### config.mk
export PLATFORM = sky130hd
export DESIGN_NAME = sbs_ctrl
export DESIGN_NICKNAME = d
export VERILOG_FILES = /design/src/hdl/sbs_pkg.sv /design/src/hdl/sbs_ctrl.sv
export SDC_FILE = /design/constraint.sdc
export NUM_CORES = 1
export LEC_CHECK = 0
export ABC_AREA = 1
export BUFFER_PORTS_ARGS = -buffer_cell sky130_fd_sc_hd__clkbuf_2
export CORE_AREA = 10 10 136 138
export CTS_BUF_LIST = sky130_fd_sc_hd__clkbuf_4
export DETAILED_ROUTE_END_ITERATION = 6
export DIE_AREA = 0 0 146 148
export PLACE_DENSITY = 0.59
export SLEW_MARGIN = 20
export SYNTH_ARGS = -nofsm -noshare
export SYNTH_HDL_FRONTEND = slang
export SYNTH_SLANG_ARGS = --single-unit
export TNS_END_PERCENT = 100
### constraint.sdc
create_clock -name clk -period 3.5 [get_ports clk]
set_clock_uncertainty 0.2 [all_clocks]
set_input_delay 0 -clock clk [delete_from_list [all_inputs] [get_ports clk]]
set_output_delay 0 -clock clk [all_outputs]
set_load 0.05 [all_outputs]
### src/hdl/sbs_pkg.sv
package sbs_pkg;

    localparam int DEFAULT_TABLE_DEPTH = 1024;
    localparam int DATA_W  = 32;
    localparam int COUNT_W = 11;
    localparam int INDEX_W = 10;

    localparam logic REQ_LOAD   = 1'b0;
    localparam logic REQ_SEARCH = 1'b1;

    typedef struct packed {
        logic               found;
        logic [INDEX_W-1:0] position;
    } result_t;

endpackage

### src/hdl/sbs_ctrl.sv
module sbs_ctrl #(
    parameter int DEPTH = sbs_pkg::DEFAULT_TABLE_DEPTH,
    parameter int AW    = $clog2(DEPTH),
    parameter int NW    = $clog2(DEPTH + 1)
) (
    input  logic                              clk,
    input  logic                              rst_n,
    input  logic                              go,
    input  logic signed [sbs_pkg::DATA_W-1:0] key,
    input  logic [sbs_pkg::COUNT_W-1:0]       count,
    output logic                              rd_en,
    output logic [AW-1:0]                     rd_addr,
    input  logic signed [sbs_pkg::DATA_W-1:0] rd_data,
    output logic                              busy,
    output logic                              done,
    output sbs_pkg::result_t                  result
);

    localparam logic [1:0] ST_IDLE  = 2'd0;
    localparam logic [1:0] ST_PROBE = 2'd1;
    localparam logic [1:0] ST_CMP   = 2'd2;

    logic [1:0]                        state_reg, state_next;
    logic [NW-1:0]                     lo_reg, lo_next;
    logic [NW-1:0]                     lim_reg, lim_next;
    logic [AW-1:0]                     mid_reg, mid_next;
    logic signed [sbs_pkg::DATA_W-1:0] key_reg, key_next;
    logic                              done_reg, done_next;
    sbs_pkg::result_t                  res_reg, res_next;

    logic [NW-1:0] count_clamped;
    logic [NW:0]   mid_sum;
    logic [AW-1:0] mid;
    logic          range_open;

    // counts above the table depth search the whole table
    assign count_clamped = (32'(count) > 32'(DEPTH)) ? NW'(DEPTH) : NW'(count);

    // lim is one past the high bound, so mid = (lo + lim - 1) / 2
    assign mid_sum    = {1'b0, lo_reg} + {1'b0, lim_reg} - (NW+1)'(1);
    assign mid        = AW'(mid_sum >> 1);
    assign range_open = lo_reg < lim_reg;

    assign rd_en   = (state_reg == ST_PROBE) && range_open;
    assign rd_addr = mid;

    always_comb
    begin
        state_next = state_reg;
        lo_next    = lo_reg;
        lim_next   = lim_reg;
        mid_next   = mid_reg;
        key_next   = key_reg;
        done_next  = 1'b0;
        res_next   = res_reg;
        case (state_reg)
            ST_IDLE:
            begin
                if (go)
                begin
                    lo_next    = '0;
                    lim_next   = count_clamped;
                    key_next   = key;
                    state_next = ST_PROBE;
                end
            end
            ST_PROBE:
            begin
                if (range_open)
                begin
                    mid_next   = mid;
                    state_next = ST_CMP;
                end
                else
                begin
                    done_next         = 1'b1;
                    res_next.found    = 1'b0;
                    res_next.position = '0;
                    state_next        = ST_IDLE;
                end
            end
            ST_CMP:
            begin
                if (rd_data == key_reg)
                begin
                    done_next         = 1'b1;
                    res_next.found    = 1'b1;
                    res_next.position = sbs_pkg::INDEX_W'(mid_reg);
                    state_next        = ST_IDLE;
                end
                else if (rd_data < key_reg)
                begin
                    lo_next    = NW'(mid_reg) + NW'(1);
                    state_next = ST_PROBE;
                end
                else
                begin
                    lim_next   = NW'(mid_reg);
                    state_next = ST_PROBE;
                end
            end
            default:
            begin
                state_next = ST_IDLE;
            end
        endcase
    end

    always_ff @(posedge clk or negedge rst_n)
    begin
        if (!rst_n)
        begin
            state_reg <= ST_IDLE;
            done_reg  <= 1'b0;
        end
        else
        begin
            state_reg <= state_next;
            done_reg  <= done_next;
        end
    end

    always_ff @(posedge clk)
    begin
        lo_reg  <= lo_next;
        lim_reg <= lim_next;
        mid_reg <= mid_next;
        key_reg <= key_next;
        res_reg <= res_next;
    end

    assign busy   = (state_reg != ST_IDLE);
    assign done   = done_reg;
    assign result = res_reg;

endmodule

==> impl_metrics.env, run 1 <==
export IMPL_hold_class="primary input to register"
export IMPL_grt_pass1_wl_um=18710
export IMPL_synth_xor_area_share_pct=1.499
export IMPL_whs_path_depth=2
export IMPL_start_kind="register"
export IMPL_syn_nets=615
export IMPL_grt_overflow_total=0
export IMPL_grt_usage_pct=10.86
export IMPL_core_area_um2=15710
export IMPL_diodes=0
export IMPL_worst_pin_slew_ns=0.8762
export IMPL_dpl_cell_area_um2=5464
export IMPL_vias=3658
export IMPL_r2r_cells=11
export IMPL_synth_area_per_cell_um2=9.922
export IMPL_netlist_area_leader_share_pct=48.19
export IMPL_cts_clk_slew_worst_paths_ns=0.15
export IMPL_ios=102
export IMPL_setup_viol=0
export IMPL_crit_family="buffers and inverters"
export IMPL_relSlewSlack_pct=41.37
export IMPL_cts_root_buf="clkbuf_4"
export IMPL_syn_area_um2=4673
export IMPL_cp_depth=11
export IMPL_portBuffers=101
export IMPL_critPathBufInv=4
export IMPL_grt_pass1_vias=3885
export IMPL_final_max_slew_viol_count=0
export IMPL_first_pass_iters=5
export IMPL_viasPerCell=4.268
export IMPL_nNetsFinal=780
export IMPL_ys_seq_elements=78
export IMPL_start_util_pct=29.74
export IMPL_grt_max_degree=24
export IMPL_htree_num_levels=3
export IMPL_std_cell_rows=46
export IMPL_rsz0062_at_grt="false"
export IMPL_tns_ns=0
export IMPL_cp_slowest_cell="dlygate4sd3_1"
export IMPL_postLayoutCellArea_um2=6130
export IMPL_yosysSeqAreaShare_pct=49.80
export IMPL_cts_sinks=78
export IMPL_fp_dieW_um=146
export IMPL_ant_nets=0
export IMPL_layout_worst_path_cycle_share_pct=93.41
export IMPL_cts_inserted_buffers=9
export IMPL_cp_data_arrival_time_ns=3.47
export IMPL_synth_area_leaders="edfxtp_1 48%, ha_1 17%, inv_1 8.5%"
export IMPL_yosys_warnings=0
export IMPL_critPathMaxStageDelay_ns=0.59
export IMPL_ys_types=41
export IMPL_cp_end_kind="register"
export IMPL_criticalPathCategory="register to register"
export IMPL_drtIter0Drc=152
export IMPL_regArea_um2=2327
export IMPL_clock_latency_ns=0.46
export IMPL_drive_gt1_share_pct=22.78
export IMPL_hold_viol=0
export IMPL_route_detailed_drc=0
export IMPL_cp_required_ns=3.70
export IMPL_gp_congestion=0.7946
export IMPL_largest_register_ffs=32
export IMPL_cp_max_fo=3
export IMPL_maxCapViolations=0
export IMPL_yosysTopAreaCell="edfxtp_1"
export IMPL_synth_compound_area_share_pct=7.443
export IMPL_multiInputGateArea_um2=1914
export IMPL_synth_top_family_by_area="adder cells"
export IMPL_die_area_um2=21610
export IMPL_antenna_found_initial=0
export IMPL_wl_um=11600
export IMPL_dp_hpwl_um=9081
export IMPL_wire_per_inst_um=13.54
export IMPL_synth_mux_area_share_pct=0
export IMPL_max_freq_mhz=305.9
export IMPL_status="finished clean"
export IMPL_critPathMostFrequentCell="dlygate4sd3_1"
export IMPL_area_growth_syn_to_layout_pct=31.16
export IMPL_nFillCells=1581
export IMPL_min_period_ns=3.270
export IMPL_die_h_um=148
export IMPL_cts_buffer_depth=2
export IMPL_syn_inst=471
export IMPL_synth_adder_area_share_pct=17.83
export IMPL_tritoncts="done"
export IMPL_synth_simple_area_share_pct=14.03
export IMPL_crit_chain="inv_1 -> ha_1 -> nand2_1 -> nor2_2 -> nand4_1 -> dlygate4sd3_1 -> nor2_2 -> dlygate4sd3_1 -> nand3_1 -> dlygate4sd3_1 -> a21boi_2"
## per-layer routing
layer,track usage [%],up-vias,part of all wire [%]
met3,4.670,12,8.5
met4,3.003,0,1.2
li1,-,1869,-
met1,12.01,1666,41
met2,18.72,111,49
met5,0,-,0
## worst paths after layout
check | slack (ns) | start | end
setup / recovery | 0.23 | key_reg[23]$_DFFE_PP_ | done$_DFF_PN0_
hold / removal | 0.05 | key[5] | key_reg[5]$_DFFE_PP_
setup reg to reg | 0.23 | key_reg[23]$_DFFE_PP_ | done$_DFF_PN0_
hold reg to reg | 0.44 | mid_reg[1]$_DFFE_PN_ | result[1]$_SDFFCE_PN0P_
max in group asynchronous | 2.71 | rst_n | state_reg[1]$_DFFE_PN0N_
min in group asynchronous | 0.22 | rst_n | done$_DFF_PN0_
## layout make-up
class | instances | area share (%)
inverter | 113 | 6.920
multi-input combinational | 277 | 31.23
tap | 216 | 4.409
sequential | 78 | 37.97
timing repair buffer | 157 | 17.23
clock inverter | 6 | 1.021
clock buffer | 10 | 1.225
## cell families (layout without fill, tap and decap cells)
family / count (synthesis) / count (layout)
adders and majority gates: 66 / 66
and+or+nand+nor: 141 / 141
xor gates and xnor gates: 8 / 8
DFF: 78 / 78
buffers and inverters: 116 / 286
AOI/OAI and AO/OA: 62 / 62
## repair_timing
action,CTS,global route
hold endpoints to repair,59,0
gates resized for setup,0,3
buffers inserted,0,0
hold buffers,52,0
endpoints found under the setup margin,0,23
## stage by stage
| stage | std cells | hold WS, ns | setup slack [ns] | utilization, % |
|---|---|---|---|---|
| floorplan | 471 | -0.4956 | 0.4170 | - |
| global placement | 789 | -0.3990 | 0.8435 | 34.77 |
| detailed placement | 789 | -0.3957 | 0.7076 | 34.77 |
| CTS | 857 | 0.01124 | 0.03359 | 38.96 |
| global route | 857 | 0.01022 | 0.009813 | 39.01 |
| finish | 857 | 0.04928 | 0.2305 | 39.01 |
## Yosys cell counts
master / number
nand4_2: 2
xnor2_1: 4
clkinv_1: 1
nor3b_4: 1
a21oi_1: 30
nand2_2: 2
o21a_1: 2
clkbuf_1: 1
nor2_4: 2
a21boi_1: 1
buf_4: 1
nand2_1: 82
o21ai_2: 1
dfrtp_1: 3
buf_1: 1
o31ai_1: 2
ha_1: 65
edfxtp_1: 75
a211oi_1: 1
a21o_1: 2
nor3b_1: 1
inv_2: 6
nor2_2: 3
nor2_1: 23
o211ai_1: 1
nand4_1: 2
o21ai_1: 6
o21ai_0: 12
nand3_1: 11
xor2_1: 4
nand3_2: 2
fa_1: 1
or2_2: 2
inv_1: 106
a21boi_2: 1
nor3_4: 1
nor4_1: 3
a31oi_1: 2
nor3_1: 3
and2_1: 1
o21bai_1: 1
## placed cells by master (no fill, tap or decap), types with 3 or more instances in the layout
| cell | instances |
|---|---|
| buf_4 | 4 |
| inv_1 | 106 |
| nor2_2 | 4 |
| nor3_1 | 3 |
| clkbuf_4 | 10 |
| dlygate4sd3_1 | 52 |
| o21ai_1 | 6 |
| xnor2_1 | 4 |
| xor2_1 | 4 |
| nor2_1 | 22 |
| ha_1 | 65 |
| nand3_1 | 11 |
| o21ai_0 | 12 |
| nand2_1 | 82 |
| nor4_1 | 3 |
| inv_2 | 6 |
| clkbuf_2 | 101 |
| dfrtp_1 | 3 |
| a21oi_1 | 30 |
| edfxtp_1 | 75 |
Power of run 1 is not shown: default switching activity piles up to over one toggle a cycle in this logic, so the estimate is an artifact.
==> run 2: changes to the inputs <==
--- a/config.mk
+++ b/config.mk
@@ -7,11 +7,12 @@
 export LEC_CHECK = 0
 export ABC_AREA = 1
 export BUFFER_PORTS_ARGS = -buffer_cell sky130_fd_sc_hd__clkbuf_2
-export CORE_AREA = 10 10 136 138
+export CORE_AREA = 10 10 108 110
 export CTS_BUF_LIST = sky130_fd_sc_hd__clkbuf_4
 export DETAILED_ROUTE_END_ITERATION = 6
-export DIE_AREA = 0 0 146 148
-export PLACE_DENSITY = 0.59
+export DIE_AREA = 0 0 118 120
+export GPL_ROUTABILITY_DRIVEN = 0
+export PLACE_DENSITY = 0.78
 export SLEW_MARGIN = 20
 export SYNTH_ARGS = -nofsm -noshare
 export SYNTH_HDL_FRONTEND = slang
==> impl_metrics.env, run 2 (synthesis results as in run 1) <==
export IMPL_layout_commonest_cell="inv_1"
export IMPL_nNetsFinal=777
export IMPL_hold_viol=0
export IMPL_multiInputGateArea_um2=1909
export IMPL_grt_overflow_total=0
export IMPL_drive_gt1_share_pct=22.64
export IMPL_vias=3718
export IMPL_wl_met2_um=5960
export IMPL_antenna_found_initial=1
export IMPL_rsz0062_at_grt="false"
export IMPL_wl_met1_um=4704
export IMPL_viasPerCell=4.829
export IMPL_first_pass_iters=5
export IMPL_cp_required_ns=3.30
export IMPL_grt_pass1_wl_um=18900
export IMPL_final_cell_mix="106 x inv_1, 100 x clkbuf_2, 82 x nand2_1, 75 x edfxtp_1, 65 x ha_1"
export IMPL_nFillCells=796
export IMPL_ios=102
export IMPL_area_growth_syn_to_layout_pct=27.98
export IMPL_relSlewSlack_pct=29.64
export IMPL_grt_usage_pct=16.40
export IMPL_route_detailed_drc=0
export IMPL_hold_class="primary input to register"
export IMPL_drtIter0Drc=178
export IMPL_cts_inserted_buffers=9
export IMPL_final_max_slew_viol_count=0
export IMPL_postLayoutCellArea_um2=5981
export IMPL_worst_pin_slew_ns=1.055
export IMPL_tritoncts="done"
export IMPL_tns_ns=0
export IMPL_layout_worst_path_cycle_share_pct=90.62
export IMPL_clock_latency_ns=0.44
export IMPL_grt_max_degree=33
export IMPL_wl_met3_um=514
export IMPL_finalNonFillerCells=770
export IMPL_std_cell_rows=36
export IMPL_die_area_um2=14160
export IMPL_status="finished clean"
export IMPL_regArea_um2=2327
export IMPL_core_area_um2=9549
export IMPL_cp_data_arrival_time_ns=2.97
export IMPL_cts_sinks=78
export IMPL_largest_register_ffs=32
export IMPL_grt_pass1_vias=4108
export IMPL_cp_max_fo=3
export IMPL_die_h_um=120
export IMPL_cts_clk_slew_worst_paths_ns=0.12
export IMPL_cts_buffer_depth=2
export IMPL_portBuffers=101
export IMPL_max_freq_mhz=315.3
export IMPL_maxCapViolations=0
export IMPL_dp_hpwl_um=8673
export IMPL_start_kind="register"
export IMPL_dpl_cell_area_um2=5368
export IMPL_ant_nets=0
export IMPL_dp_cells=707
export IMPL_criticalPathCategory="register to output pin"
export IMPL_dr_max_layer_used="met4"
export IMPL_post_route_util_pct=62.63
export IMPL_start_util_pct=48.94
export IMPL_cts_root_buf="clkbuf_4"
export IMPL_wl_um=11460
export IMPL_cp_end_kind="output pin"
export IMPL_setup_viol=0
export IMPL_htree_num_levels=3
export IMPL_fp_dieW_um=118
export IMPL_wire_per_inst_um=14.88
export IMPL_min_period_ns=3.172
## run 2: cell count changes in the layout (fill, tap and decap cells not counted), sizes merged
cell	previous run	this run
dlygate4sd3	52	48
clkinv	4	2
buf	4	5
diode	0	1
## run 2: worst paths after layout
kind,startpoint,end,slack (ns),cells past startpoint
min in group asynchronous,rst_n,state_reg[0]$_DFFE_PN0N_,0.25,3
min reg2reg,mid_reg[0]$_DFFE_PN_,lo_reg[0]$_SDFFCE_PN0P_,0.43,1
max,lo_reg[1]$_SDFFCE_PN0P_,rd_addr[8],0.33,17
max in group asynchronous,rst_n,done$_DFF_PN0_,2.69,3
max reg2reg,lo_reg[9]$_SDFFCE_PN0P_,result[10]$_SDFFCE_PN0P_,0.59,11
min,rd_data[8],done$_DFF_PN0_,0.04,6
## run 2: final cells by class
| type | count | share of cell area [%] |
|---|---|---|
| Sequential cell | 78 | 38.91 |
| Multi-Input combinational cell | 277 | 31.92 |
| Tap cell | 133 | 2.782 |
| Clock buffer | 10 | 1.255 |
| Antenna cell | 1 | 0.04184 |
| Timing Repair Buffer | 154 | 17.15 |
| Inverter | 113 | 7.092 |
| Clock inverter | 4 | 0.8368 |
## run 2: per-stage QoR
step | hold WS [ns] | setup slack, ns
after global placement | -0.3956 | 0.7606
after floorplan | -0.4956 | 0.4170
after CTS | 0.02183 | 0.2001
final | 0.04422 | 0.3282
after detailed placement | -0.3859 | 0.6472
after global routing | 0.04104 | 0.04125
## run 2: worst max-delay path, cell delays in order (launching register included)
cell,delay (ns)
edfxtp_1,0.42
inv_1,0.08
ha_1,0.23
inv_2,0.06
ha_1,0.20
inv_1,0.09
fa_2,0.37
o21ai_2,0.18
nand2_1,0.07
nand2_1,0.06
nand2_1,0.05
nand2_1,0.09
nand2_1,0.07
a21boi_2,0.16
nor2_1,0.06
nand2_1,0.05
nand2_1,0.07
clkbuf_4,0.21
## run 2: per-layer routing
layer,GRT usage [%],up-vias
met5,0,-
met4,8.114,0
met3,3.235,18
met2,29.64,99
met1,18.09,1736
li1,-,1865
## run 2: repair_timing
item	4_1_cts	5_1_grt
resized for setup	0	3
endpoints found under the setup margin	0	1
buffers inserted	0	0
hold buffers	48	0
endpoints found under the hold margin	80	0
Power of run 2 is left out for the same reason.
==> run 3: changes to the inputs <==
--- a/config.mk
+++ b/config.mk
@@ -6,7 +6,7 @@
 export NUM_CORES = 1
 export LEC_CHECK = 0
 export ABC_AREA = 1
-export BUFFER_PORTS_ARGS = -buffer_cell sky130_fd_sc_hd__clkbuf_2
+export BUFFER_PORTS_ARGS = -buffer_cell sky130_fd_sc_hd__buf_2
 export CORE_AREA = 10 10 108 110
 export CTS_BUF_LIST = sky130_fd_sc_hd__clkbuf_4
 export DETAILED_ROUTE_END_ITERATION = 6
==> impl_metrics.env, run 3 (synthesis results as in run 1) <==
export IMPL_tns_ns=0
export IMPL_rsz0062_at_grt="false"
export IMPL_cp_slowest_cell="edfxtp_1"
export IMPL_nNetsFinal=778
export IMPL_crit_chain="inv_1 -> ha_1 -> inv_2 -> ha_1 -> inv_1 -> fa_1 -> o21ai_2 -> nand2_1 -> nand2_1 -> nand2_1 -> nand2_1 -> nand2_1 -> a21boi_2 -> o21bai_1 -> nand2_1 -> buf_2"
export IMPL_min_period_ns=3.199
export IMPL_vias=3737
export IMPL_dp_cells=707
export IMPL_route_detailed_drc=0
export IMPL_cp_data_arrival_time_ns=3.00
export IMPL_critPathMaxStageDelay_ns=0.43
export IMPL_viasPerCell=4.828
export IMPL_drtIter0Drc=165
export IMPL_critPathMostFrequentCell="nand2_1"
export IMPL_grt_usage_pct=16.23
export IMPL_tritoncts="done"
export IMPL_max_freq_mhz=312.6
export IMPL_cp_required_ns=3.30
export IMPL_drive_gt1_share_pct=22.69
export IMPL_grt_overflow_total=0
export IMPL_relSlewSlack_pct=54.58
export IMPL_cts_buffer_depth=2
export IMPL_cp_end_kind="output pin"
export IMPL_hold_class="primary input to register"
export IMPL_final_cell_mix="106 x inv_1, 101 x buf_2, 82 x nand2_1, 75 x edfxtp_1, 65 x ha_1"
export IMPL_htree_num_levels=3
export IMPL_cts_root_buf="clkbuf_4"
export IMPL_grt_pass1_wl_um=18590
export IMPL_largest_register_ffs=32
export IMPL_antenna_found_initial=2
export IMPL_start_kind="register"
export IMPL_start_util_pct=48.94
export IMPL_ios=102
export IMPL_wl_um=11250
export IMPL_dp_hpwl_um=8558
export IMPL_hold_viol=0
export IMPL_layout_commonest_cell="inv_1"
export IMPL_maxCapViolations=0
export IMPL_die_h_um=120
export IMPL_worst_pin_slew_ns=0.6781
export IMPL_final_max_slew_viol_count=0
export IMPL_area_growth_syn_to_layout_pct=28.89
export IMPL_first_pass_iters=5
export IMPL_fp_dieW_um=118
export IMPL_cts_inserted_buffers=9
export IMPL_grt_pass1_vias=3939
export IMPL_cp_max_fo=3
export IMPL_cts_resized=0
export IMPL_finalNonFillerCells=774
export IMPL_clock_latency_ns=0.44
export IMPL_std_cell_rows=36
export IMPL_wire_per_inst_um=14.54
export IMPL_setup_viol=0
export IMPL_layout_worst_path_cycle_share_pct=91.41
export IMPL_criticalPathCategory="register to output pin"
export IMPL_core_area_um2=9549
export IMPL_cts_sinks=78
export IMPL_cts_clk_slew_worst_paths_ns=0.13
export IMPL_status="finished clean"
export IMPL_nFillCells=778
export IMPL_ant_nets=0
export IMPL_portBuffers=101
export IMPL_die_area_um2=14160
export IMPL_grt_max_degree=33
[run 3: cell types whose count changed in the layout (fill, tap and decap cells not counted), sizes merged]
cell         change
buf            +101
clkinvlp         -2
dlygate4sd3      +1
diode            +1
clkbuf         -100
clkinv           +2
bufinv           +1
[run 3: metal layers]
metal | part of all wire, % | GRT usage [%] | routed length (um)
met3 | 6.1 | 3.282 | 686
met1 | 41 | 18.24 | 4559
met2 | 51 | 28.41 | 5691
met4 | 2.8 | 9.042 | 317
met5 | 0 | 0 | 0
[run 3: critical path, delay by kind of cell, from the launching register on]
family / cells / cell delay [ns]
AOI/OAI and AO/OA: 3 / 0.40
adders and majority gates: 3 / 0.85
DFF: 1 / 0.43
buffers and inverters: 4 / 0.48
and+or+nand+nor: 6 / 0.40
[run 3: timing repair]
action	4_1_cts	5_1_grt
setup endpoints to repair	0	0
hold buffers	49	0
setup buffers	0	0
hold endpoints to repair	49	0
[run 3: stage by stage]
stage | hold slack, ns | setup WS, ns | area, um^2 | utilization (%)
after floorplan | -0.4956 | 0.4170 | 4673 | -
after global placement | -0.3973 | 0.7446 | 5368 | 56.21
after detailed placement | -0.3899 | 0.6305 | 5368 | 56.21
after CTS | 0.002400 | 0.2747 | 6015 | 62.98
after global routing | 0.03009 | 0.08212 | 6023 | 63.08
final | 0.01504 | 0.3006 | 6023 | 63.08
[run 3: area by class of cell]
| type | count | area (um^2) | area share [%] |
|---|---|---|---|
| Sequential cell | 78 | 2327 | 38.64 |
| Inverter | 113 | 424.2 | 7.042 |
| Clock inverter | 5 | 73.82 | 1.226 |
| Multi-Input combinational cell | 277 | 1911 | 31.72 |
| Tap cell | 133 | 166.4 | 2.763 |
| Timing Repair Buffer | 155 | 1033 | 17.16 |
| Antenna cell | 2 | 5.005 | 0.08309 |
| Clock buffer | 11 | 82.58 | 1.371 |
[run 3: final timing paths]
kind	depth (start not counted)	end	from	slack (ns)
max	16	rd_addr[8]	lo_reg[1]$_SDFFCE_PN0P_	0.30
min	6	done$_DFF_PN0_	rd_data[16]	0.02
max reg2reg	11	result[10]$_SDFFCE_PN0P_	lo_reg[9]$_SDFFCE_PN0P_	0.62
min reg2reg	2	result[3]$_SDFFCE_PN0P_	mid_reg[3]$_DFFE_PN_	0.43
max in group asynchronous	3	done$_DFF_PN0_	rst_n	2.71
min in group asynchronous	3	state_reg[0]$_DFFE_PN0N_	rst_n	0.23
Power of run 3 is left out for the same reason.
